==> src/fat_pkg.sv <==
// Shared types and constants for the flow accounting table.
// Used by fat_cell and flow_accounting_table; depends on nothing else.
package fat_pkg;

	localparam int unsigned FAT_DEPTH = 1024;
	localparam int unsigned CAP_W     = 11;
	localparam int unsigned ENTRY_W   = 10;
	localparam logic [CAP_W-1:0] CAP_RESET = CAP_W'(1024);

	localparam logic [1:0] ST_UPDATED  = 2'd0;
	localparam logic [1:0] ST_INSERTED = 2'd1;
	localparam logic [1:0] ST_FULL     = 2'd2;

	// One packet header as it travels down the row of cells, together with
	// the result it picks up at the cell that resolves it.
	typedef struct packed {
		logic               valid;
		logic               done;
		logic [31:0]        src_addr;
		logic [31:0]        dst_addr;
		logic [15:0]        sport;
		logic [15:0]        dport;
		logic [15:0]        len;
		logic [1:0]         status;
		logic [ENTRY_W-1:0] entry;
		logic [63:0]        bytes;
		logic [63:0]        pkts;
	} fat_word_t;

	// Control broadcast from the top level to every cell.
	typedef struct packed {
		logic             advance;
		logic [CAP_W-1:0] capacity;
	} fat_ctl_t;

endpackage

==> src/fat_cell.sv <==
// One slot of the flow table: key, byte and packet counters, and the stage
// register that hands the travelling word on. Depends on fat_pkg.
module fat_cell import fat_pkg::*; #(
	parameter int unsigned CNT_W = 11,
	parameter int unsigned IDX   = 0
) (
	input  logic             clk,
	input  logic             arst_n,
	input  fat_ctl_t         ctl,
	input  logic [CNT_W-1:0] used,
	input  fat_word_t        word_i,
	output fat_word_t        word_o,
	output logic             ins
);

	localparam int unsigned CW = (CNT_W > CAP_W) ? CNT_W : CAP_W;
	localparam logic [CNT_W-1:0]   MY_POS   = CNT_W'(IDX);
	localparam logic [CW-1:0]      MY_POS_W = CW'(IDX);
	localparam logic [ENTRY_W-1:0] MY_ENTRY = ENTRY_W'(IDX);

	logic [31:0] key_src_addr_q;
	logic [31:0] key_dst_addr_q;
	logic [15:0] key_sport_q;
	logic [15:0] key_dport_q;
	logic [63:0] bytes_q;
	logic [63:0] pkts_q;
	logic        valid_q;
	fat_word_t   word_q;

	logic        open;
	logic        occupied;
	logic        key_eq;
	logic        hit;
	logic        tail;
	logic        room;
	logic [63:0] sum_bytes;
	logic [63:0] sum_pkts;
	fat_word_t   nxt;

	assign open      = word_i.valid && !word_i.done;
	assign occupied  = MY_POS < used;
	assign key_eq    = (key_src_addr_q == word_i.src_addr) && (key_dst_addr_q == word_i.dst_addr)
		&& (key_sport_q == word_i.sport) && (key_dport_q == word_i.dport);
	assign hit       = open && occupied && key_eq;
	// The first free slot is where a missing flow gets appended.
	assign tail      = open && (MY_POS == used);
	assign room      = MY_POS_W < CW'(ctl.capacity);
	assign sum_bytes = bytes_q + 64'(word_i.len);
	assign sum_pkts  = pkts_q + 64'd1;
	assign ins       = ctl.advance && tail && room;

	always_comb begin
		nxt = word_i;
		if (hit) begin
			nxt.done   = 1'b1;
			nxt.status = ST_UPDATED;
			nxt.entry  = MY_ENTRY;
			nxt.bytes  = sum_bytes;
			nxt.pkts   = sum_pkts;
		end else if (tail) begin
			nxt.done = 1'b1;
			if (room) begin
				nxt.status = ST_INSERTED;
				nxt.entry  = MY_ENTRY;
				nxt.bytes  = 64'(word_i.len);
				nxt.pkts   = 64'd1;
			end else begin
				nxt.status = ST_FULL;
				nxt.entry  = '0;
				nxt.bytes  = '0;
				nxt.pkts   = '0;
			end
		end
	end

	always_ff @(posedge clk or negedge arst_n) begin
		if (!arst_n) begin
			valid_q <= 1'b0;
		end else if (ctl.advance) begin
			valid_q <= word_i.valid;
		end
	end

	always_ff @(posedge clk) begin
		if (ctl.advance) begin
			word_q <= nxt;
		end
		if (ctl.advance && hit) begin
			bytes_q <= sum_bytes;
			pkts_q  <= sum_pkts;
		end else if (ins) begin
			key_src_addr_q <= word_i.src_addr;
			key_dst_addr_q <= word_i.dst_addr;
			key_sport_q    <= word_i.sport;
			key_dport_q    <= word_i.dport;
			bytes_q        <= 64'(word_i.len);
			pkts_q         <= 64'd1;
		end
	end

	always_comb begin
		word_o       = word_q;
		word_o.valid = valid_q;
	end

endmodule

==> config.mk <==
export PLATFORM = sky130hd
export DESIGN_NAME = fat_cell
export DESIGN_NICKNAME = d
export VERILOG_FILES = /design/src/fat_pkg.sv /design/src/fat_cell.sv
export SDC_FILE = /design/constraint.sdc
export NUM_CORES = 1
export LEC_CHECK = 0
export BUFFER_PORTS_ARGS = -buffer_cell sky130_fd_sc_hd__buf_4
export CORE_ASPECT_RATIO = 1.2
export CORE_UTILIZATION = 50
export DETAILED_ROUTE_END_ITERATION = 10
export MAX_ROUTING_LAYER = met4
export PLACE_DENSITY = 0.8
export SYNTH_ARGS = -nofsm -noshare
export SYNTH_HDL_FRONTEND = slang
export SYNTH_SLANG_ARGS = --single-unit
==> constraint.sdc <==
create_clock -name clk -period 6.8 [get_ports clk]
set_input_delay 0.34 -clock clk [delete_from_list [all_inputs] [get_ports clk]]
set_output_delay 0.34 -clock clk [all_outputs]
set_load 0.01 [all_outputs]
==> flow_summary.ini <==
[final_layout]
drive_above_1_share_pct = 28.4
nFillCells = 2821
final-seq-area_mm2 = 0.0143
syn_to_final_growth_pct = 33.7
multi_input_area_mm2 = 0.00640
utilization_pct = 67.9
nets = 2524

[synth]
yosysSeqAreaShare_pct = 67.7
ys_types = 65
syn_nets = 1894
syn_area_mm2 = 0.0212
syn_area_per_cell_um2 = 13.3
synth-seq-cells = 478
yosysTopAreaCell = edfxtp_1
synth_enable_flop_cells = 477
synthArstFlopShare_pct = 0.209
ys_warn_count = 0
synthFlopType = edfxtp_1
ys_top_cells_by_count = 477 x edfxtp_1, 159 x nand3_1, 143 x xor2_1, 133 x nor2_1, 111 x o21ai_0
netlist_top_cells_area = edfxtp_1 68%, xor2_1 5.9%, nand3_1 3.8%, o21ai_0 2.6%, nor2_1 2.4%
synthCells = 1597
yosysTopAreaCellShare_pct = 67.5
yosys.cell_count.top_type = edfxtp_1

[worst_hold_path]
hp-class = primary input to flip-flop

[route]
drcViolationCount = 0
firstDrtPassIters = 8
vias = 15949
ant_nets = 0
drt_iter0_markers = 1511
wl_um = 62100
vias_per_cell = 5.67
routedWlPerCell_um = 22.1

[place]
globalplace.congestion = 0.922
place_hpwl_um = 41500
io_buffers = 533

[timing]
slew_viol_final = 0
tightest_slew_ns = 1.16
fmax_ghz = 0.240
finClkSkew_ns = 0.0191
min_period_ns = 4.17
grt_setup_unrepaired = false
setup-violations-final = 0
period_share_pct = 61.3
slew_headroom_pct = 21.9
timing.final.hold_violations = 0
tns_ns = 0

[flow_run]
maxCapViolCount = 0

[power]
p_leak_nw = 11.2
power_density_mw_per_mm2 = 239
ir_drop_mv = 0.201

[clocking]
insertion_delay_ns = 0.57
cts-resized-gates = 0
cts_tree = built
cts_root_buf = clkbuf_16
cts_sinks = 478
post_cts.repair.setup_buffers = 0
numCtsBuffers = 48
clkTransAtPathRegs_ns = 0.06
clock_path_buffers = 3
postCtsHoldBufs = 111
cts_max_level = 2

[critical_path]
end_kind = flip-flop
critPathArrivalTime_ns = 4.48
cp_slowest_stage_delay_ns = 0.59
slowest_stage = and4_1
crit_top_cell = buf_4
crit_fanout = 69
worstSetupPathType = primary input to flip-flop
cp_data_required_time_ns = 7.11
crit_chain = dlygate4sd3_1 > buf_4 > xor2_1 > nor4_1 > nand4_1 > nor4_4 > and4_1 > nand2_4 > buf_4 > mux2_4
worstSetupStartpointType = primary input

[grt]
antenna_found_initial = 6
grt_pass1_wl_um = 92300
overflow = 0
first_global_vias = 16118
grt_use_total_pct = 28.9
grt_max_degree = 243

[floorplan]
die_width_um = 190
io_pins = 534
die_height_um = 228
std_cell_rows = 82
start_util_pct = 50.8
coreArea_mm2 = 0.0418
fp.dieArea_mm2 = 0.0432

[outcome]
outcome = finished, final reports clean
==> flip-flops by register name, indices dropped and copies added, names as in the netlist <==
signal	cells
bytes_q	64
key_dport_q	16
key_dst_addr_q	32
key_sport_q	16
key_src_addr_q	32
pkts_q	64
valid_q	1
word_o	253
==> power by group <==
group / switching, mW / internal (mW) / total [mW]
clock: 1.19 / 1.47 / 2.66
combinational: 0.340 / 0.362 / 0.702
sequential: 0.0421 / 3.37 / 3.41
total: 1.58 / 5.20 / 6.77
==> worst max-delay path, delay by kind of cell <==
kind                   cells  cell delay, ns
AND/OR/NAND/NOR            5            2.27
buffers and inverters      3            1.23
multiplexers               1            0.39
XOR/XNOR                   1            0.18
==> routing by layer <==
layer,global-route usage [%],vias to the layer above,share of wire (%)
met3,4.53,141,7.0
met1,35.0,7827,38
met4,10.3,0,3.4
li1,-,7257,-
met5,-,-,0
met2,49.2,724,52
==> final timing paths <==
check / startpoint / to / slack, ns / cells after the start
setup / recovery: word_i[210] / bytes_q[15]$_DFFE_PP_ / 2.63 / 10
hold / removal: word_i[153] / word_o[153]$_DFFE_PP_ / 0.04 / 1
setup reg to reg: key_dst_addr_q[22]$_DFFE_PP_ / bytes_q[15]$_DFFE_PP_ / 2.70 / 8
hold reg to reg: valid_q$_DFFE_PN0P_ / valid_q$_DFFE_PN0P_ / 0.53 / 1
max in group asynchronous: arst_n / valid_q$_DFFE_PN0P_ / 6.62 / 2
min in group asynchronous: arst_n / valid_q$_DFFE_PN0P_ / 0.10 / 2
==> layout by cell type (no fill, tap or decap), drive strengths merged, types with 17 or more instances in the layout <==
cell type / count
nand4: 45
o21ai: 116
clkbuf: 54
inv: 43
nand3: 159
nor2: 134
nand2: 68
buf: 543
xor2: 143
edfxtp: 477
and3: 49
a21oi: 23
dlygate4sd3: 111
xnor2: 46
ha: 17
nor4: 34
nor2b: 28
==> stage by stage <==
stage               total power [mW]  instance area (um^2)  hold slack (ns)  setup slack, ns  instances
finish                          6.77                 28400           0.0386             2.63       2815
CTS                             6.77                 28300          0.00497             2.68       2809
global route                    6.96                 28400          0.00382             2.43       2815
floorplan                       3.67                 21200           0.0444             1.70       1597
detailed placement              4.10                 25700            0.122             2.71       2612
global placement                4.09                 25700            0.122             2.78       2612
==> logic make-up (layout without fill, tap and decap cells) <==
logic type | count (synthesis) | count (layout) | synth area share [%]
AOI/OAI and AO/OA | 202 | 202 | 5.78
xor gates and xnor gates | 189 | 189 | 7.80
adders and majority gates | 18 | 18 | 1.10
buffers and inverters | 111 | 777 | 2.32
DFF | 478 | 478 | 67.7
muxes | 23 | 23 | 1.35
other | 0 | 6 | 0
and+or+nand+nor | 576 | 576 | 14.0
==> layout make-up <==
type / count / share of cell area (%)
timing repair buffer: 654 / 18.4
clock inverter: 32 / 1.14
clock buffer: 54 / 4.32
antenna: 6 / 0.0529
sequential: 478 / 50.6
inverter: 37 / 0.490
multi-input combinational: 1008 / 22.6
tap: 546 / 2.41
Note: power is estimated with default switching activity, not from simulation.
